--- config.mk ---
export PLATFORM = sky130hd
export DESIGN_NAME = fftm_front
export DESIGN_NICKNAME = d
export VERILOG_FILES = /design/src/hw/rtl/fftm_pkg.sv /design/src/hw/rtl/fftm_front.sv
export SDC_FILE = /design/constraint.sdc
export NUM_CORES = 1
export LEC_CHECK = 0
export ABC_CLOCK_PERIOD_IN_PS = 1900
export BUFFER_PORTS_ARGS = -buffer_cell sky130_fd_sc_hd__buf_2
export CAP_MARGIN = 20
export CELL_PAD_IN_SITES_DETAIL_PLACEMENT = 1
export CELL_PAD_IN_SITES_GLOBAL_PLACEMENT = 1
export CORE_MARGIN = 2
export CORE_UTILIZATION = 24
export CTS_BUF_LIST = sky130_fd_sc_hd__clkbuf_4 sky130_fd_sc_hd__clkbuf_8 sky130_fd_sc_hd__clkbuf_16
export DETAILED_ROUTE_END_ITERATION = 10
export PLACE_DENSITY = 0.85
export SYNTH_ARGS = -nofsm -noshare
export SYNTH_HDL_FRONTEND = slang
export SYNTH_SLANG_ARGS = --single-unit
--- constraint.sdc ---
create_clock -name clk -period 1.9 [get_ports clk]
set_input_delay 0.095 -clock clk [delete_from_list [all_inputs] [get_ports clk]]
set_output_delay 0.095 -clock clk [all_outputs]
set_load 0.02 [all_outputs]
--- src/hw/rtl/fftm_pkg.sv ---
`timescale 1ns / 1ps

package fftm_pkg;

    // default transform length
    localparam int unsigned POINTS_DEFAULT = 128;

    // field widths
    localparam int unsigned SAMPLE_W = 12;
    localparam int unsigned WORK_W   = 21;
    localparam int unsigned PAIR_W   = 6;
    localparam int unsigned MAG_W    = 19;
    localparam int unsigned TW_W     = 16;

    // square root operand: sum of two squared work words
    localparam int unsigned SQ_W     = 2 * WORK_W;
    localparam int unsigned SQRT_STEPS = WORK_W;

endpackage

--- src/hw/rtl/fftm_front.sv ---
`timescale 1ns / 1ps

module fftm_front
    import fftm_pkg::*;
#(
    parameter int unsigned POINTS = POINTS_DEFAULT,
    localparam int unsigned LOG = $clog2(POINTS)
) (
    input  logic                clk,
    input  logic                rst_n,
    input  logic                start,
    input  logic [SAMPLE_W-1:0] sample,
    input  logic                fifo_full,
    input  logic                frame_done,
    output logic                busy,
    output logic                push,
    output logic [LOG-1:0]      push_addr,
    output logic [SAMPLE_W-1:0] push_sample,
    output logic                push_last
);

    logic [LOG-1:0] count_reg, count_next;
    logic           hold_reg, hold_next;
    logic           last;

    assign busy = fifo_full || hold_reg;
    assign push = start && !busy;
    assign last = (count_reg == LOG'(POINTS - 1));

    // bit-reversed store position of this sample
    always_comb
    begin
        for (int i = 0; i < LOG; i++)
        begin
            push_addr[i] = count_reg[LOG-1-i];
        end
    end

    assign push_sample = sample;
    assign push_last   = last;

    // frame counter; hold off after the last sample until the back end drains
    always_comb
    begin
        count_next = count_reg;
        hold_next  = hold_reg;
        if (push)
        begin
            count_next = last ? '0 : count_reg + 1'b1;
            if (last)
            begin
                hold_next = 1'b1;
            end
        end
        if (frame_done)
        begin
            hold_next = 1'b0;
        end
    end

    always_ff @(posedge clk or negedge rst_n)
    begin
        if (!rst_n)
        begin
            count_reg <= '0;
            hold_reg  <= 1'b0;
        end
        else
        begin
            count_reg <= count_next;
            hold_reg  <= hold_next;
        end
    end

endmodule

# [Yosys cells after proc, flatten, opt, wreduce, memory -nomap -nowiden]
# Cells that the tools add are included.
[word_totals] register_bits=8 latch_bits=0 ramBits=0 mem_bits_ro=0 out_inout_bits=22 elab_cells=14 memories=0
[op_classes] addsub=1 mul=0 div=0 n_lt_le_gt_ge=0 eq_ne=1 shifts=0 mux=4 n_bitwise=0 n_reduce_logical=6
[ops] op="7-bit by 1-bit adder with 7-bit output, second input constant" count=1
[ops] op="7-bit == test, second input constant" count=1
[ops] op="7-bit two-way mux" count=1
[ops] op="2-bit nonzero test" count=2
[ops] op="1-bit two-way mux" count=3
[ops] op="2-bit AND reduction" count=1
[ops] op="1-bit logical AND" count=1
[ops] op="1-bit logical NOT" count=1
[ops] op="1-bit logical OR" count=1

# [Logic depth before layout (Yosys ltp)]
# Gate-level depths: netlist of the first run.
[depth] ltp_word=5 ltp_mapped=5

# [Worst setup path after synthesis of the first run]
# No wires, ideal clock.
[synth_path] path_kind="reg2reg" from="reg hold_reg" to="reg count_reg[5]" setup_ns=0.077 arrival_time_ns=1.494 required_time_ns=1.823 setup_slack_ns=0.328 stages_incl_launch_ff=5 synth_period_minus_slack_ns=1.572 path_cell_list="dfrtp_1 > or3b_1 > buf_6 > or4_1 > a21oi_1"
[synth_between] elab_chain_len=3
[synth_lines] element="from (decl)" line_no="fftm_front.sv:23" rtl="logic hold_reg, hold_next;"
[synth_lines] element="from (signal assigned)" line_no="fftm_front.sv:71" rtl="hold_reg <= hold_next;"
[synth_lines] element="1-bit logical OR" line_no="fftm_front.sv:26" rtl="assign busy = fifo_full || hold_reg;"
[synth_lines] element="1-bit logical NOT" line_no="fftm_front.sv:27" rtl="assign push = start && !busy;"
[synth_lines] element="1-bit logical AND" line_no="fftm_front.sv:27"
[synth_lines] element="to (signal assigned)" line_no="fftm_front.sv:70" rtl="count_reg <= count_next;"
[synth_lines] element="to (decl)" line_no="fftm_front.sv:22" rtl="logic [LOG-1:0] count_reg, count_next;"
# Every way passes these cells.
# A chain may end at the register's enable or synchronous reset.

# [Worst setup path after layout of the first run]
# Same ends and word-level chain as after synthesis.

==> flow_summary.json, run 1 <==
{
  "worst-setup-path-type": "flip-flop to flip-flop",
  "dpl.hpwl_microns": 786,
  "whs_path_depth": 2,
  "dieArea_sq_um": 2360,
  "ir_drop_uv": 402,
  "clk_latency_ns": 0.25,
  "die_x_microns": 48.6,
  "synth_cells": 51,
  "fin_crit_sh_pct": 88.6,
  "core.rowCount": 16,
  "slew_headroom_pct": 65.9,
  "skew_ns": 0.00278,
  "setup_slack_ns": 0.216,
  "postRouteAntennaNets": 0,
  "antenna-diode-count": 0,
  "cts_inserted_buffers": 3,
  "gp_congestion": 0.771,
  "met1Wirelength_microns": 373,
  "maxCapViolCount": 0,
  "clockRootBuffer": "clkbuf_4",
  "first_pass_iters": 4,
  "wl_met3_microns": 86,
  "grt_pass1_vias": 361,
  "min_path_type": "input pin to flip-flop",
  "overflow": 0,
  "netlist_area_sq_um": 477,
  "avgSynthCellArea_sq_um": 9.35,
  "setup_tns_ns": 0,
  "cp-end-kind": "flip-flop",
  "ys_ff_latch": 8,
  "clk_path_buf_depth": 2,
  "antenna_found_initial": 0,
  "hold_viol_final": 0,
  "largest_reg_flops": 7,
  "outcome": "finished clean",
  "p_leak_uw": 0.000247,
  "cts.clk_slew.worst_paths_ns": 0.06,
  "portBuffers": 14,
  "yosysSeqAreaShare_pct": 42.0,
  "drc_errors": 0,
  "h-tree-depth": 1,
  "cp.required_ns": 2.08,
  "dr.max_layer_used": "met4",
  "via_count": 363,
  "fin_area_sq_um": 512,
  "ios": 39,
  "initial_utilization_pct": 24.8,
  "finalCriticalPeriod_ns": 1.68,
  "dp_slack_ns": 0.229,
  "grt_max_degree": 11,
  "dr_wl_met2_microns": 536,
  "startpoint_type": "flip-flop",
  "slew_viol_final": 0,
  "vias_per_cell": 4.37,
  "post_cts_buffers": 0,
  "drive_gt1_share_pct": 35.7,
  "worst_r2r_path_depth": 3,
  "wirelength_microns": 1010,
  "p_per_area_nw_per_um2": 1170,
  "cts_tree": "yes",
  "setup_viol": 0,
  "track_usage_pct": 9.72,
  "nets": 76,
  "arrival_ns": 1.86,
  "die_h_microns": 48.6,
  "placed_area_sq_um": 479,
  "syn_nets": 69,
  "core_area_sq_um": 1920,
  "synthToLayoutAreaGrowth_pct": 7.35,
  "fin_total_pwr_uw": 600,
  "grt_pass1_wl_microns": 1660,
  "cp_max_fo": 10,
  "final_util_pct": 26.6,
  "rsz0062_at_grt": "false",
  "worstMarginPinSlew_ns": 0.508,
  "clock-sinks": 8,
  "wire_per_inst_microns": 12.1,
  "ys_warn_count": 0,
  "ys_types": 19,
  "drtIter0Drc": 1,
  "max_freq_ghz": 0.594
}
==> kinds of logic after synthesis <==
group | Yosys count | synth area share, %
AOI/OAI and AO/OA | 8 | 9.97
DFF | 8 | 42.0
xor gates and xnor gates | 3 | 5.51
buffers and inverters | 14 | 22.0
and+or+nand+nor | 17 | 17.8
adders and majority gates | 1 | 2.62
==> cells in the final DEF, fill, tap and decap left out <==
cell type / n
dlygate4sd3_1: 1
xnor2_1: 1
nand3_1: 3
nand2_1: 6
or3b_1: 1
o21ai_0: 3
xor2_1: 2
buf_2: 14
nor3_1: 2
nor2_1: 2
or2_2: 1
a21oi_1: 3
o31ai_1: 1
ha_1: 1
inv_1: 1
dfrtp_1: 8
clkbuf_4: 3
or4_1: 1
o21ba_2: 1
or3_2: 1
==> repair_timing <==
action,CTS,global route
setup endpoints to repair,0,0
resized for setup,0,0
hold buffers,1,0
hold endpoints to repair,8,0
==> layout make-up <==
class,instances,area [sq um]
flip-flops and latches,8,200
fillers,251,1410
inverters,1,3.75
multi-input cells,29,171
well taps,27,33.8
repair buffers,15,80.1
clock buffers,3,22.5
==> worst max-delay path: stages (launching register included) <==
cell	delay [ns]
dfrtp_1	0.38
or3b_1	0.52
or4_1	0.55
a21oi_1	0.16
==> stage by stage <==
stage          hold slack (ns)  std cells
5_1_grt                 0.0894         83
6_report                0.0920         83
2_1_floorplan           -0.201         51
3_5_place_dp           -0.0503         79
4_1_cts                 0.0826         83
3_3_place_gp           -0.0529         79
==> per-layer routing <==
metal	global-route usage [%]	vias up
met4	8.10	0
met5	0	-
met2	15.7	10
met3	4.63	2
li1	-	170
met1	9.32	181
==> cell usage after synthesis (all sizes together) <==
cell / count / area share, %
o21ai: 3 / 3.1
nand3: 3 / 3.1
xor2: 2 / 3.7
a21oi: 3 / 3.1
or4: 1 / 1.6
or3b: 1 / 1.8
ha: 1 / 2.6
o21ba: 1 / 2.1
or3: 1 / 1.6
dfrtp: 8 / 42
or2: 1 / 1.3
o31ai: 1 / 1.6
nor3: 2 / 2.1
inv: 1 / 0.79
buf: 13 / 21
xnor2: 1 / 1.8
nor2: 2 / 1.6
nand2: 6 / 4.7
==> worst paths after layout <==
check,start,end,slack (ns)
worst min-delay path,frame_done,hold_reg,0.09
worst max-delay path,hold_reg,count_reg[5],0.22
worst min register to register,count_reg[6],count_reg[6],0.50
worst max register to register,hold_reg,count_reg[5],0.22
min in group asynchronous,rst_n,count_reg[3],0.23
max in group asynchronous,rst_n,count_reg[0],1.50
==> report_power, final <==
| part | switching, uW | internal, uW |
|---|---|---|
| logic | 122 | 73.3 |
| clock network | 59.6 | 72.4 |
| registers | 55.9 | 217 |
Power figures use the tool's default switching activity.
==> run 2: changes to the inputs <==
--- a/config.mk
+++ b/config.mk
@@ -10,7 +10,6 @@
 export CAP_MARGIN = 20
 export CELL_PAD_IN_SITES_DETAIL_PLACEMENT = 1
 export CELL_PAD_IN_SITES_GLOBAL_PLACEMENT = 1
-export CORE_MARGIN = 2
 export CORE_UTILIZATION = 24
 export CTS_BUF_LIST = sky130_fd_sc_hd__clkbuf_4 sky130_fd_sc_hd__clkbuf_8 sky130_fd_sc_hd__clkbuf_16
 export DETAILED_ROUTE_END_ITERATION = 10
==> flow_summary.json, run 2 (same netlist as run 1, synthesis figures left out) <==
{
  "r2r_setup_slack_ns": 0.22,
  "worstMarginPinSlew_ns": 0.523,
  "drtIter0Drc": 1,
  "startpoint_type": "flip-flop",
  "clockRootBuffer": "clkbuf_4",
  "h-tree-depth": 1,
  "clk_latency_ns": 0.26,
  "finalCriticalPeriod_ns": 1.68,
  "drive_gt1_share_pct": 35.7,
  "core_area_sq_um": 1800,
  "hold_viol_final": 0,
  "fin_area_sq_um": 509,
  "timing.hold.ws_ns": 0.0776,
  "antenna-diode-count": 0,
  "min_path_type": "input pin to flip-flop",
  "cts_inserted_buffers": 3,
  "gp_congestion": 0.778,
  "p_leak_uw": 0.000247,
  "overflow": 0,
  "setup_slack_ns": 0.218,
  "via_count": 363,
  "cp-startpoint": "hold_reg",
  "outcome": "finished clean",
  "vias_per_cell": 4.48,
  "ir_drop_uv": 468,
  "crit_path_end": "count_reg[5]",
  "portBuffers": 14,
  "wire_per_inst_microns": 12.1,
  "grt_max_degree": 11,
  "arrival_ns": 1.87,
  "p_per_area_nw_per_um2": 1180,
  "die_x_microns": 46.6,
  "cp-end-kind": "flip-flop",
  "ctsResizeCount": 0,
  "largest_reg_flops": 7,
  "fin_crit_sh_pct": 88.5,
  "maxCapViolCount": 0,
  "cts.clk_slew.worst_paths_ns": 0.06,
  "clock-sinks": 8,
  "mostFrequentLayoutCell": "buf_2",
  "cts_tree": "yes",
  "first_pass_iters": 2,
  "worst_r2r_path_depth": 3,
  "fillers": 228,
  "dieArea_sq_um": 2170,
  "rsz0062_at_grt": "false",
  "dp_slack_ns": 0.248,
  "slew_viol_final": 0,
  "dpl.hpwl_microns": 760,
  "setup_viol": 0,
  "ios": 39,
  "cp_max_fo": 10,
  "clk_path_buf_depth": 2,
  "grt_pass1_vias": 355,
  "nets": 76,
  "die_h_microns": 46.6,
  "max_freq_ghz": 0.595,
  "cp.required_ns": 2.09,
  "postRouteAntennaNets": 0,
  "grt_pass1_wl_microns": 1530,
  "drc_errors": 0,
  "final_cell_mix": "14 x buf_2, 8 x dfrtp_1, 6 x nand2_1",
  "wirelength_microns": 980,
  "slew_headroom_pct": 64.9,
  "placed_area_sq_um": 477,
  "initial_utilization_pct": 26.5,
  "r2r-start": "hold_reg",
  "setup_tns_ns": 0,
  "core.rowCount": 15,
  "track_usage_pct": 10.5,
  "antenna_found_initial": 0,
  "worst-setup-path-type": "flip-flop to flip-flop",
  "worst_r2r_endpoint": "count_reg[5]",
  "synthToLayoutAreaGrowth_pct": 6.82,
  "final_util_pct": 28.3,
  "skew_ns": 0.00369
}
run 2: how the worst min path moves through the flow:
stage               start            to  slack [ns]  depth (start not counted)
6_report       frame_done      hold_reg        0.08                          2
5_1_grt        frame_done      hold_reg        0.08                          2
4_1_cts        frame_done      hold_reg        0.08                          2
3_5_place_dp        rst_n  count_reg[3]       -0.05                          1
3_3_place_gp        rst_n  count_reg[3]       -0.05                          1
2_1_floorplan       rst_n  count_reg[0]       -0.20                          0
run 2: worst max-delay path: stages (launching register included):
cell and delay [ns]:
dfrtp_1 0.38, or3b_1 0.51, or4_1 0.54, a21oi_1 0.17
run 2: final cells by class:
class,count,area [sq um],share of cell area (%)
sequential,8,200,39.3
multi-input combinational,29,171,33.7
timing repair buffer,15,80.1,15.7
tap,25,31.3,6.14
clock buffer,3,22.5,4.42
inverter,1,3.75,0.737
run 2: per-layer routing:
| metal | routed length [microns] | global-route usage [%] |
|---|---|---|
| met5 | 0 | 0 |
| met4 | 19 | 5.29 |
| met3 | 95 | 3.53 |
| met2 | 454 | 16.7 |
| met1 | 411 | 12.5 |
run 2: what timing repair did:
item / 4_1_cts / 5_1_grt
buffers inserted: 0 / 0
hold buffers: 1 / 0
endpoints found under the setup margin: 0 / 0
hold endpoints to repair: 8 / 0
run 2: where the power goes:
| group | switching (uW) | leakage [uW] | internal (uW) |
|---|---|---|---|
| Clock | 64.8 | 0.0000138 | 72.8 |
| Combinational | 123 | 0.000132 | 72.9 |
| Sequential | 51.8 | 0.000102 | 217 |
| Total | 239 | 0.000247 | 363 |
run 2: through the flow:
step / total power [uW] / std cells
after floorplan: 431 / 51
after global placement: 463 / 77
after detailed placement: 472 / 77
after CTS: 614 / 81
after global routing: 648 / 81
final: 602 / 81
