## src/hw/rtl/fftm_fifo.sv

```systemverilog
`timescale 1ns / 1ps

module fftm_fifo #(
    parameter int unsigned WIDTH = 20
) (
    input  logic             clk,
    input  logic             rst_n,
    input  logic             push,
    input  logic [WIDTH-1:0] push_data,
    input  logic             pop,
    output logic [WIDTH-1:0] pop_data,
    output logic             full,
    output logic             empty
);

    logic [WIDTH-1:0] slot_reg [2];
    logic             wptr_reg, wptr_next;
    logic             rptr_reg, rptr_next;
    logic [1:0]       count_reg, count_next;

    // pointer and fill bookkeeping
    always_comb
    begin
        wptr_next  = wptr_reg ^ push;
        rptr_next  = rptr_reg ^ pop;
        count_next = count_reg + {1'b0, push} - {1'b0, pop};
    end

    always_ff @(posedge clk or negedge rst_n)
    begin
        if (!rst_n)
        begin
            wptr_reg  <= 1'b0;
            rptr_reg  <= 1'b0;
            count_reg <= 2'd0;
        end
        else
        begin
            wptr_reg  <= wptr_next;
            rptr_reg  <= rptr_next;
            count_reg <= count_next;
        end
    end

    // payload slots
    always_ff @(posedge clk)
    begin
        if (push)
        begin
            slot_reg[wptr_reg] <= push_data;
        end
    end

    assign pop_data = slot_reg[rptr_reg];
    assign full     = (count_reg == 2'd2);
    assign empty    = (count_reg == 2'd0);

`ifndef NO_ASSERTIONS
    a_no_overflow: assert property (@(posedge clk) disable iff (!rst_n)
        full |-> !push || pop)
        else $error("fifo push while full");
    a_no_underflow: assert property (@(posedge clk) disable iff (!rst_n)
        empty |-> !pop)
        else $error("fifo pop while empty");
    a_count_range: assert property (@(posedge clk) disable iff (!rst_n)
        count_reg != 2'd3)
        else $error("fifo count out of range");
`endif

endmodule

```

## config.mk

```make
export PLATFORM = sky130hd
export DESIGN_NAME = fftm_fifo
export DESIGN_NICKNAME = d
export VERILOG_FILES = /design/src/hw/rtl/fftm_fifo.sv
export SDC_FILE = /design/constraint.sdc
export NUM_CORES = 1
export LEC_CHECK = 0
export BUFFER_PORTS_ARGS = -buffer_cell sky130_fd_sc_hd__buf_2
export CAP_MARGIN = 25
export CORE_ASPECT_RATIO = 2
export CORE_MARGIN = 3
export CORE_UTILIZATION = 50
export CTS_CLUSTER_DIAMETER = 150
export DETAILED_ROUTE_END_ITERATION = 16
export PLACE_DENSITY = 0.76
export SYNTH_ARGS = -nofsm -noshare
export SYNTH_HDL_FRONTEND = slang
export SYNTH_SLANG_ARGS = --single-unit
```

## constraint.sdc

```tcl
create_clock -name clk -period 1.53 [get_ports clk]
set_input_delay 0.0765 -clock clk [delete_from_list [all_inputs] [get_ports clk]]
set_output_delay 0.0765 -clock clk [all_outputs]
set_load 0.05 [all_outputs]
```

== Yosys cells after proc, flatten, opt, wreduce, memory -nomap -nowiden ==
Memory sizes are Yosys's and may differ from the RTL's.
Index checks and enable logic that the tools add are counted.
Operators by class
  muxes and demuxes: 2
  bitwise operators: 2
  reductions and logical operators: 1
  add/sub/neg operators: 2
  equality and inequality tests: 1
Operators by type and width (count)
  adder 2 x 1 -> 2 bit: 1
  == test 2 bit (second input constant): 1
  logical NOT 2 bit: 1
  two-way mux 1 bit: 2
  subtractor 2 x 1 -> 2 bit: 1
  XOR 1 bit: 2
Word-level totals
  RAM bits: 40
  register bits: 4
  memories: 1
  logic and storage cells: 12
  input port bits: 24
Memory list
  slot_reg: words 2, bits a word 20, rd ports 1, clocked after Yosys merged registers in 0, wr ports 1, line 16  | logic [WIDTH-1:0] slot_reg [2];

== Depth between registers and ports, before layout ==
Gate-level depths: netlist (run 1).
  word-level depth: 2
  gate-level depth with buffers: 5

== Worst setup path before layout (run 1) ==
OpenSTA, ideal clock, no wires.
  path kind: reg-to-reg
  start: reg wptr_reg
  end: mem slot_reg[0][0] (enable)
  slack: 0.185 ns
  library setup time: 0.378 ns
  stages on the path, launching flop included: 3
  data arrival time: 0.967 ns
  buffers on the path: 0
  data required time: 1.152 ns
  period minus slack after synthesis: 1.345 ns
  cells stage by stage: dfrtp_1 -> inv_1 -> ha_1
RTL lines
  start: declaration: line 17  | logic wptr_reg, wptr_next;
  start signal: assignment: line 39  | wptr_reg <= wptr_next;
  end: declaration: line 16
No word-level cell before the write port.

== Worst setup path in the final report (run 1) ==
  start: reg rptr_reg
  end: out pop_data[10]
On the way
  longest elaborated chain between the ends: 1
Ends and longest elaborated chain
  start: declaration: line 18  | logic rptr_reg, rptr_next;
  start signal: assignment: line 40  | rptr_reg <= rptr_next;
  memory (2 x 20 bit)
  end: declaration: line 11  | output logic [WIDTH-1:0] pop_data,
Every way passes these cells.

==> summary.log, run 1 <==
[outcome] outcome complete, no violations
[routing] DRT Wirelength 2830 um
[logic_synthesis] sequential element share of the synthesized area 75.3%
[placement] detailed-placement wirelength estimate 1910 um
[clock_tree] worst-skew pair later-pin latency 0.28 ns
[logic_synthesis] ranking of synthesized cells by area sky130_fd_sc_hd__edfxtp_1, sky130_fd_sc_hd__mux2_4, sky130_fd_sc_hd__dfrtp_1, sky130_fd_sc_hd__ha_1, sky130_fd_sc_hd__xor3_1
[floorplanning] number of standard-cell rows in the floorplan 29
[logic_synthesis] unique cell type count in the Yosys netlist 11
[logic_synthesis] dominant cell by count in the synthesized netlist sky130_fd_sc_hd__edfxtp_1
[logic_synthesis] post-synthesis cell type with the largest combined area sky130_fd_sc_hd__edfxtp_1
[power] switching share of power 38.9%
[setup_path] data required time of the worst path 1.45 ns
[clock_tree] TritonCTS sink count 44
[floorplanning] Placeable Area 3230 sq um
[power] fraction of power consumed by sequential logic 36.9%
[setup_path] CP Cell Sequence buf_12, mux2_4, buf_2
[floorplanning] DIE HEIGHT 89.1 um
[finish] synth-to-layout area growth 38.1%
[setup_path] largest delay contributor family on the critical path flip-flops
[logic_synthesis] number of synthesized flops with an enable pin 40
[power] Final Power 4670 uW
[floorplanning] IO Count 46
[routing] detailed-route via count 930
[placement] GP Congestion 0.626
[routing] antenna-violating nets left 0
[global_route] Overall Global Routing Usage 14.6%
[timing] final worst-path setup slack 0.0352 ns
[clock_tree] TritonCTS Buffers 5
[logic_synthesis] FFs w/ async S/R, synth 9.09%
[timing] worst-case clock skew 0.00176 ns
[power] Leak Pwr 0.00102 uW
[power] peak supply drop 1.29 mV
[placement] total cell area at the placement stage 2050 sq um
[floorplanning] initial cell density of the core 53.5%
[placement] worst slack after detailed placement 0.264 ns
[setup_path] largest stage delay on the critical path 0.46 ns
[timing] minimum period implied by the final worst setup slack 1.49 ns
[setup_path] slowest cell on the critical path sky130_fd_sc_hd__dfrtp_2
[clock_tree] Clock Pin Slew Worst Setup and Hold Paths 0.07 ns
[power] total power per unit cell area 1960 nW/um^2
[logic_synthesis] flip-flop and latch count after synthesis 44
[flow_run] maxcap violations 0
[routing] 1st-pass router iterations 3
[clock_tree] TritonCTS clock tree yes
[global_route] number of global-route vias before repair 1029
[logic_synthesis] ranking of synthesized cells by instance count sky130_fd_sc_hd__edfxtp_1, sky130_fd_sc_hd__mux2_4, sky130_fd_sc_hd__dfrtp_1, sky130_fd_sc_hd__ha_1, sky130_fd_sc_hd__inv_1
[timing] part of the cycle the worst path needs 97.7%
[timing] transition time at the pin with the least slew margin 0.268 ns
[global_route] GRT Residual Overflow 0
[clock_tree] maximum level of the CTS H-tree 2
[clock_tree] maximum buffer depth of the clock tree 2
[clock_tree] clk root buf sky130_fd_sc_hd__clkbuf_8
[timing] total count of max-transition violations in the final report 0
[timing] worst slew margin relative to its limit 82.3%
[routing] drt first-iter violations 11
[global_route] number of antenna violations at the first check in global routing 0
[placement] Port Buffers 45
[timing] final setup violation count 0
[logic_synthesis] Post-Syn Area 1730 sq um
[power] combinational share of power 49.3%
[finish] max FFs per register 40
[setup_path] crit start category flop
[logic_synthesis] gate count after technology mapping 78
[min_path] worst hold-check path type in -> reg
[setup_path] path type of the worst setup path reg -> out
[setup_path] worst path buffer plus inverter count 2
[finish] fraction of layout instances using a drive strength above 1 48.7%
[timing] f_max 669 MHz
[logic_synthesis] post-synth net total 106
[floorplanning] horizontal die dimension 47.6 um
[timing] Hold Fails Final Rpt 0
[setup_path] Worst Path Arrival 1.42 ns
[routing] detail-routed via count per cell 4.97
[global_route] largest net degree at the start of global routing 21
[timing] setup_tns 0 ns
[power] net switching power 1820 uW
[logic_synthesis] share of Yosys cell area claimed by the top area cell type 69.5%
[power] internal power consumption 2850 uW
[setup_path] nature of the critical path endpoint output pin
[finish] post-layout net count 183
[global_route] wire length of the first global-routing pass 4310 um
[finish] Inserted Diodes 0
[power] part of the total power dissipated in the clock network 13.9%
[finish] summed area of non-filler cells in the final layout 2390 sq um
[logic_synthesis] synth warn 0
[routing] Post-route DRC 0
[logic_synthesis] Synth Flop Type sky130_fd_sc_hd__edfxtp_1
[setup_path] highest fanout seen on the critical path 10
[logic_synthesis] Avg Cell Area, Syn 22.2 sq um
[floorplanning] Die Outline Area 4240 sq um
[timing] final worst hold slack 0.0711 ns
[routing] detailed-route wire length per cell 15.1 um
[kinds of logic after synthesis]
group | after synthesis | share of synthesized area [%]
xor gates and xnor gates | 2 | 1.88
adders and majority gates | 4 | 2.90
buffers and inverters | 6 | 2.17
DFF | 44 | 75.3
muxes | 20 | 17.2
and+or+nand+nor | 2 | 0.579
[what timing repair did]
item,4_1_cts,5_1_grt
endpoints found under the hold margin,45,0
setup buffers,0,1
setup endpoints to repair,19,16
resized for setup,1,21
hold buffers,22,0
[final timing paths]
path / startpoint / to / slack (ns) / depth (start not counted)
worst max-delay path: rptr_reg / pop_data[10] / 0.04 / 3
worst min-delay path: push / count_reg[0] / 0.07 / 2
worst max register to register: count_reg[0] / count_reg[1] / 0.35 / 5
worst min register to register: count_reg[1] / count_reg[1] / 0.63 / 1
max in group asynchronous: rst_n / rptr_reg / 1.27 / 2
min in group asynchronous: rst_n / count_reg[1] / 0.12 / 2
[cells in the final DEF (no fill, tap or decap), drive strengths merged]
cell and instances:
dfrtp 4, nor2b 1, clkinv 1, nor2 1, edfxtp 40, buf 49, mux2 20, inv 4
ha 4, xor3 1, xor2 1, dlygate4sd3 22, clkbuf 8
[metrics by stage]
stage,instances,utilization (%)
global placement,156,63.5
detailed placement,156,63.5
CTS,186,72.8
global route,187,73.9
floorplan,78,-
finish,187,73.9
[area by class of cell]
type,count,area (sq um)
repair buffers,72,561
clock inverters,1,3.75
clock buffers,7,76.3
multi-input cells,28,389
flip-flops and latches,44,1300
well taps,31,38.8
inverters,4,15.0
fillers,197,843
[power by group through the flow]
stage	sequential (uW)	clock, uW	combinational (uW)
CTS	1730	684	2220
floorplan	1710	0	1730
global route	1750	726	2420
global placement	1720	0	2130
finish	1720	647	2300
detailed placement	1750	0	2180
[metal layers]
layer | wire, um | GRT usage [%] | vias to the layer above
met4 | 34 | 6.62 | 0
met3 | 172 | 4.23 | 6
met5 | 0 | 0 | -
li1 | - | - | 449
met2 | 1590 | 25.7 | 31
met1 | 1030 | 15.1 | 444
Power figures use the tool's default switching activity.
==> run 2: changes to the inputs <==
--- a/config.mk
+++ b/config.mk
@@ -6,12 +6,15 @@
 export NUM_CORES = 1
 export LEC_CHECK = 0
+export ABC_AREA = 1
 export BUFFER_PORTS_ARGS = -buffer_cell sky130_fd_sc_hd__buf_2
 export CAP_MARGIN = 25
+export CELL_PAD_IN_SITES_DETAIL_PLACEMENT = 1
+export CELL_PAD_IN_SITES_GLOBAL_PLACEMENT = 2
 export CORE_ASPECT_RATIO = 2
 export CORE_MARGIN = 3
-export CORE_UTILIZATION = 50
+export CORE_UTILIZATION = 33
 export CTS_CLUSTER_DIAMETER = 150
 export DETAILED_ROUTE_END_ITERATION = 16
-export PLACE_DENSITY = 0.76
+export PLACE_DENSITY_LB_ADDON = 0.1
 export SYNTH_ARGS = -nofsm -noshare
 export SYNTH_HDL_FRONTEND = slang
==> constraint.sdc (replaced) <==
create_clock -name clk -period 1.53 [get_ports clk]
set_input_delay 0.0765 -clock clk [delete_from_list [all_inputs] [get_ports clk]]
set_output_delay 0.0765 -clock clk [all_outputs]
set_load 0.1 [all_outputs]
==> summary.log, run 2 <==
[placement] number of placed instances with taps included 230 [+47%]
[global_route] number of antenna violations at the first check in global routing 0 [unchanged]
[placement] detailed-placement wirelength estimate 2420 um [+27%]
[logic_synthesis] mux contribution to synthesized area 0% [-17 points]
[setup_path] crit start category flop
[logic_synthesis] share of Yosys cell area claimed by the top area cell type 71.0% [+1.4 points]
[global_route] Overall Global Routing Usage 12.7% [-1.9 points]
[flow_run] maxcap violations 0 [unchanged]
[finish] fraction of layout instances using a drive strength above 1 28.6% [-20 points]
[timing] final setup violation count 0 [unchanged]
[floorplanning] IO Count 46 [unchanged]
[global_route] wire length of the first global-routing pass 5940 um [+38%]
[logic_synthesis] ranking of synthesized cells by area sky130_fd_sc_hd__edfxtp_1, sky130_fd_sc_hd__inv_1, sky130_fd_sc_hd__dfrtp_1, sky130_fd_sc_hd__o21ai_0, sky130_fd_sc_hd__nand2_1
[logic_synthesis] dominant cell by count in the synthesized netlist sky130_fd_sc_hd__edfxtp_1
[timing] total count of max-transition violations in the final report 0 [unchanged]
[timing] minimum period implied by the final worst setup slack 1.41 ns [-0.0828 ns]
[logic_synthesis] synth warn 0 [unchanged]
[finish] Inserted Diodes 0 [unchanged]
[placement] worst slack after detailed placement 0.269 ns [+0.00565 ns]
[logic_synthesis] ranking of synthesized cells by instance count sky130_fd_sc_hd__edfxtp_1, sky130_fd_sc_hd__inv_1, sky130_fd_sc_hd__nand2_1
[logic_synthesis] dominant combinational cell family by area after synthesis buffers and inverters
[placement] GP Congestion 0.688 [+10%]
[logic_synthesis] post-synth net total 156 [+47%]
[setup_path] data required time of the worst path 1.45 ns [about the same]
[setup_path] path type of the worst setup path reg -> out
[logic_synthesis] parity-gate share of the synthesized area counting xor and xnor cells 0.517% [-1.4 points]
[outcome] outcome complete, no violations
[finish] post-layout net count 230 [+26%]
[timing] part of the cycle the worst path needs 92.3% [-5.4 points]
[logic_synthesis] adder-cell area share of the yosys netlist 2.96% [+0.060 points]
[timing] worst slew margin relative to its limit 67.8% [-15 points]
[finish] commonest cells after routing, fill and taps aside sky130_fd_sc_hd__edfxtp_1, sky130_fd_sc_hd__inv_1, sky130_fd_sc_hd__nand2_1, sky130_fd_sc_hd__buf_2, sky130_fd_sc_hd__dlygate4sd3_1
[floorplanning] Die Outline Area 6080 sq um [+43%]
[timing] final worst-path setup slack 0.118 ns [+0.0828 ns]
[clock_tree] Clock Pin Slew Worst Setup and Hold Paths 0.07 ns [about the same]
[clock_tree] TritonCTS clock tree yes
[logic_synthesis] Avg Cell Area, Syn 13.2 sq um [-40%]
[logic_synthesis] post-synthesis cell type with the largest combined area sky130_fd_sc_hd__edfxtp_1
[clock_tree] buffers inserted during post-CTS setup optimization 0 [unchanged]
[floorplanning] horizontal die dimension 56.6 um [+19%]
[global_route] largest net degree at the start of global routing 29 [+38%]
[floorplanning] DIE HEIGHT 107 um [+20%]
[finish] most frequent standard cell in the layout excluding fill and tap cells sky130_fd_sc_hd__edfxtp_1
[logic_synthesis] FFs w/ async S/R, synth 9.09% [unchanged]
[finish] synth-to-layout area growth 56.4%
[logic_synthesis] unique cell type count in the Yosys netlist 11 [unchanged]
[floorplanning] initial cell density of the core 34.5% [-19 points]
[clock_tree] maximum buffer depth of the clock tree 2 [unchanged]
[clock_tree] worst-skew pair later-pin latency 0.29 ns [about the same]
[global_route] number of global-route vias before repair 1337 [+30%]
[routing] 1st-pass router iterations 3 [unchanged]
[clock_tree] maximum level of the CTS H-tree 2 [unchanged]
[timing] Hold Fails Final Rpt 0 [unchanged]
[routing] drt first-iter violations 7 [-4]
[finish] Cell Count, Final, Fillers Out 260 [+39%]
[finish] max FFs per register 40 [unchanged]
[floorplanning] Placeable Area 4910 sq um [+52%]
[setup_path] highest fanout seen on the critical path 13 [+3]
[routing] DRT Wirelength 3390 um [+20%]
[routing] antenna-violating nets left 0 [unchanged]
[logic_synthesis] gate count after technology mapping 128 [+64%]
[clock_tree] clk root buf sky130_fd_sc_hd__clkbuf_8
[clock_tree] TritonCTS Buffers 5 [unchanged]
[timing] unrepaired setup endpoints after global routing false
[setup_path] nature of the critical path endpoint output pin
[logic_synthesis] sequential element share of the synthesized area 76.9% [+1.6 points]
[setup_path] Worst Path Arrival 1.34 ns [-0.08 ns]
[min_path] worst hold-check path type in -> reg
[logic_synthesis] flip-flop and latch count after synthesis 44 [unchanged]
[routing] detail-routed via count per cell 4.38 [-12%]
[logic_synthesis] post-synthesis compound-gate area fraction 5.91% [+5.9 points]
[floorplanning] number of standard-cell rows in the floorplan 36 [+24%]
[placement] Port Buffers 45 [unchanged]
[logic_synthesis] number of synthesized flops with an enable pin 40 [unchanged]
[global_route] GRT Residual Overflow 0 [unchanged]
[timing] transition time at the pin with the least slew margin 0.487 ns [+0.219 ns]
[finish] fill cell count 512 [+160%]
[routing] detailed-route via count 1140 [+23%]
[routing] detailed-route wire length per cell 13.0 um [-14%]
[logic_synthesis] Post-Syn Area 1690 sq um [-2.0%]
[clock_tree] TritonCTS sink count 44 [unchanged]
[routing] Post-route DRC 0 [unchanged]
[timing] worst-case clock skew 0.00603 ns [+0.00427 ns]
[logic_synthesis] Synth Flop Type sky130_fd_sc_hd__edfxtp_1
[logic_synthesis] simple-gate share of the synthesized area 6.28% [+5.7 points]
[timing] f_max 708 MHz [+5.9%]
-- run 2: through the flow --
stage	util, %	TNS, ns	hold slack [ns]	cell area, sq um
after floorplan	-	-9.68	-0.219	1700
after global placement	47.1	0	-0.106	2310
after detailed placement	47.1	0	-0.106	2310
after CTS	53.8	0	0.0475	2640
after global routing	53.9	0	0.0687	2650
final	53.9	0	0.0555	2650
-- run 2: what timing repair did --
item	4_1_cts	5_1_grt
resized for setup	0	1
hold buffers	22	0
hold endpoints to repair	45	0
endpoints found under the setup margin	0	14
-- run 2: logic make-up (layout without fill, tap and decap cells) --
kind of cell               count (synthesis)  count (layout)
DFF                                       44              44
buffers and inverters                     31             106
and+or+nand+nor                           28              28
AOI/OAI and AO/OA                         20              20
adders and majority gates                  4               4
xor gates and xnor gates                   1               1
-- run 2: metal layers --
metal,global-route usage (%),routed length (um)
met5,0,0
met4,5.09,70
met3,2.04,135
met2,23.5,1930
met1,14.0,1250
-- run 2: path summary, 6_finish.rpt --
path                       slack (ns)            to  cells past startpoint    startpoint
setup / recovery                 0.12   pop_data[6]                      3      rptr_reg
hold / removal                   0.06  count_reg[0]                      2          push
setup reg to reg                 0.28  count_reg[1]                      6  count_reg[0]
hold reg to reg                  0.62      wptr_reg                      3      wptr_reg
max in group asynchronous        1.26      rptr_reg                      2         rst_n
min in group asynchronous        0.15  count_reg[1]                      2         rst_n
-- run 2: worst max-delay path, stage by stage, from the launching register on --
cell                      delay (ns)
sky130_fd_sc_hd__dfrtp_1        0.39
sky130_fd_sc_hd__buf_4          0.19
sky130_fd_sc_hd__o21ai_1        0.26
sky130_fd_sc_hd__buf_12         0.21
-- run 2: area by class of cell --
type / count / area, sq um / area share, %
flip-flops and latches: 44 / 1300 / 49.1
repair buffers: 71 / 792 / 29.9
multi-input cells: 53 / 270 / 10.2
inverters: 27 / 101 / 3.83
well taps: 57 / 71.3 / 2.69
clock buffers: 5 / 68.8 / 2.60
clock inverters: 3 / 42.5 / 1.61
Power of run 2 is left out: the tool's default activity adds up to more than one toggle a clock period on the data nets, which glitch-free logic cannot reach.
==> run 3: changes to the inputs <==
CORE_MARGIN = 2   (was 3)
==> summary.log, run 3 (synthesis results as in run 2) <==
[finish] Inserted Diodes 0 [unchanged]
[floorplanning] DIE HEIGHT 105 um [-1.9%]
[global_route] number of global-route vias before repair 1202 [-10%]
[placement] number of placed instances with taps included 231 [+0.43%]
[placement] Port Buffers 45 [unchanged]
[setup_path] CP Cell Sequence buf_4, o21ai_1, buf_12
[setup_path] highest fanout seen on the critical path 11 [-2]
[timing] Hold Fails Final Rpt 0 [unchanged]
[routing] detailed-route via count 1123 [-1.5%]
[routing] drt first-iter violations 8 [+1]
[floorplanning] IO Count 46 [unchanged]
[clock_tree] maximum level of the CTS H-tree 2 [unchanged]
[routing] detail-routed via count per cell 4.30 [-1.9%]
[floorplanning] Placeable Area 4910 sq um [unchanged]
[timing] f_max 701 MHz [-1.0%]
[setup_path] crit start category flop
[floorplanning] number of standard-cell rows in the floorplan 36 [unchanged]
[min_path] worst hold-check path type in -> reg
[flow_run] maxcap violations 0 [unchanged]
[floorplanning] Die Outline Area 5750 sq um [-5.3%]
[timing] unrepaired setup endpoints after global routing false
[setup_path] largest stage delay on the critical path 0.41 ns [+0.02 ns]
[routing] Post-route DRC 0 [unchanged]
[setup_path] path type of the worst setup path reg -> out
[timing] minimum period implied by the final worst setup slack 1.43 ns [+0.0146 ns]
[clock_tree] clk root buf sky130_fd_sc_hd__clkbuf_8
[routing] antenna-violating nets left 0 [unchanged]
[setup_path] r2r setup slk 0.29 ns [about the same]
[timing] total count of max-transition violations in the final report 0 [unchanged]
[clock_tree] TritonCTS clock tree yes
[placement] detailed-placement wirelength estimate 2350 um [-2.7%]
[global_route] number of antenna violations at the first check in global routing 0 [unchanged]
[clock_tree] buffers inserted during post-CTS setup optimization 0 [unchanged]
[clock_tree] maximum buffer depth of the clock tree 2 [unchanged]
[setup_path] nature of the critical path endpoint output pin
[timing] part of the cycle the worst path needs 93.2% [+0.96 points]
[finish] multi-input logic area 270 sq um [unchanged]
[timing] worst-case clock skew 0.00498 ns [-0.00105 ns]
[global_route] largest net degree at the start of global routing 31 [+6.9%]
[floorplanning] initial cell density of the core 34.5% [unchanged]
[floorplanning] horizontal die dimension 54.6 um [-3.5%]
[timing] transition time at the pin with the least slew margin 0.486 ns [-0.000897 ns]
[setup_path] slowest cell on the critical path sky130_fd_sc_hd__dfrtp_1
[min_path] Min-Delay Startpoint push
[clock_tree] TritonCTS sink count 44 [unchanged]
[global_route] Overall Global Routing Usage 12.8% [+0.080 points]
[finish] max FFs per register 40 [unchanged]
[routing] DRT Wirelength 3200 um [-5.8%]
[outcome] outcome complete, no violations
[routing] detailed-route wire length per cell 12.2 um [-6.1%]
[placement] GP Congestion 0.579 [-16%]
[routing] 1st-pass router iterations 4 [+1]
[clock_tree] worst-skew pair later-pin latency 0.28 ns [about the same]
[setup_path] data required time of the worst path 1.45 ns [about the same]
[finish] fill cell count 515 [+0.59%]
[global_route] GRT Residual Overflow 0 [unchanged]
[min_path] Hold Path Stages 2 [unchanged]
[timing] final setup violation count 0 [unchanged]
[clock_tree] TritonCTS Buffers 5 [unchanged]
[min_path] Worst Hold Path EP count_reg[0]
[finish] commonest cells after routing, fill and taps aside sky130_fd_sc_hd__edfxtp_1, sky130_fd_sc_hd__inv_1, sky130_fd_sc_hd__nand2_1, sky130_fd_sc_hd__buf_2, sky130_fd_sc_hd__dlygate4sd3_1
[finish] footprint of the flip-flops and latches 1300 sq um [unchanged]
[setup_path] origin of the critical flop-to-flop path wptr_reg
[finish] fraction of layout instances using a drive strength above 1 28.9% [+0.35 points]
[finish] Cell Count, Final, Fillers Out 261 [+0.38%]
[clock_tree] Clock Pin Slew Worst Setup and Hold Paths 0.08 ns [about the same]
[setup_path] endpoint of the worst-slack reg-to-reg timing path slot_reg[0][2]
[global_route] wire length of the first global-routing pass 5250 um [-12%]
[finish] post-layout net count 231 [+0.43%]
[setup_path] Register-to-Register Path Depth 3 [-3]
[setup_path] Worst Path Arrival 1.35 ns [about the same]
[finish] most frequent standard cell in the layout excluding fill and tap cells sky130_fd_sc_hd__edfxtp_1
[finish] synth-to-layout area growth 55.4%
[timing] worst slew margin relative to its limit 67.8% [about the same]
[run 3: critical path, delay by kind of cell (launching register included)]
family | cells | cell delay, ns
flops | 1 | 0.41
buf+inv | 2 | 0.40
compound gates | 1 | 0.25
[run 3: routing by layer]
layer	up-vias	share of wire [%]	wire length [um]	track usage, %
li1	568	-	-	-
met1	520	37	1170	14.0
met2	30	58	1840	21.9
met3	5	4.1	132	2.41
met4	0	1.5	49	6.43
met5	-	0	0	0
[run 3: worst max path at each step]
stage               slack [ns]  startpoint              to
finish                    0.10    rptr_reg    pop_data[19]
global route              0.02    rptr_reg     pop_data[4]
CTS                       0.05    rptr_reg     pop_data[4]
detailed placement        0.29    wptr_reg  slot_reg[0][1]
global placement          0.33    wptr_reg  slot_reg[0][1]
floorplan                -0.48    rptr_reg     pop_data[0]
[run 3: stage by stage]
stage	TNS, ns	util (%)	hold slack (ns)	area, sq um	setup slack [ns]
after global routing	0	53.6	0.0818	2630	0.0218
after global placement	0	47.2	-0.112	2320	0.329
after detailed placement	0	47.2	-0.112	2320	0.289
final	0	53.6	0.0912	2630	0.103
after CTS	0	53.5	0.0787	2630	0.0488
after floorplan	-9.68	-	-0.219	1700	-0.484
[run 3: cell type report]
class                           count  share of cell area [%]
Clock buffer                        5                    2.62
Clock inverter                      3                   0.523
Inverter                           27                    3.85
Multi-Input combinational cell     53                    10.3
Sequential cell                    44                    49.5
Tap cell                           57                    2.71
Timing Repair Buffer               72                    30.5
[run 3: what timing repair did]
action / in CTS / in global routing
setup endpoints to repair: 1 / 1
gates resized for setup: 1 / 1
hold buffers: 22 / 0
hold endpoints to repair: 45 / 0
Power of run 3 is left out for the same reason.
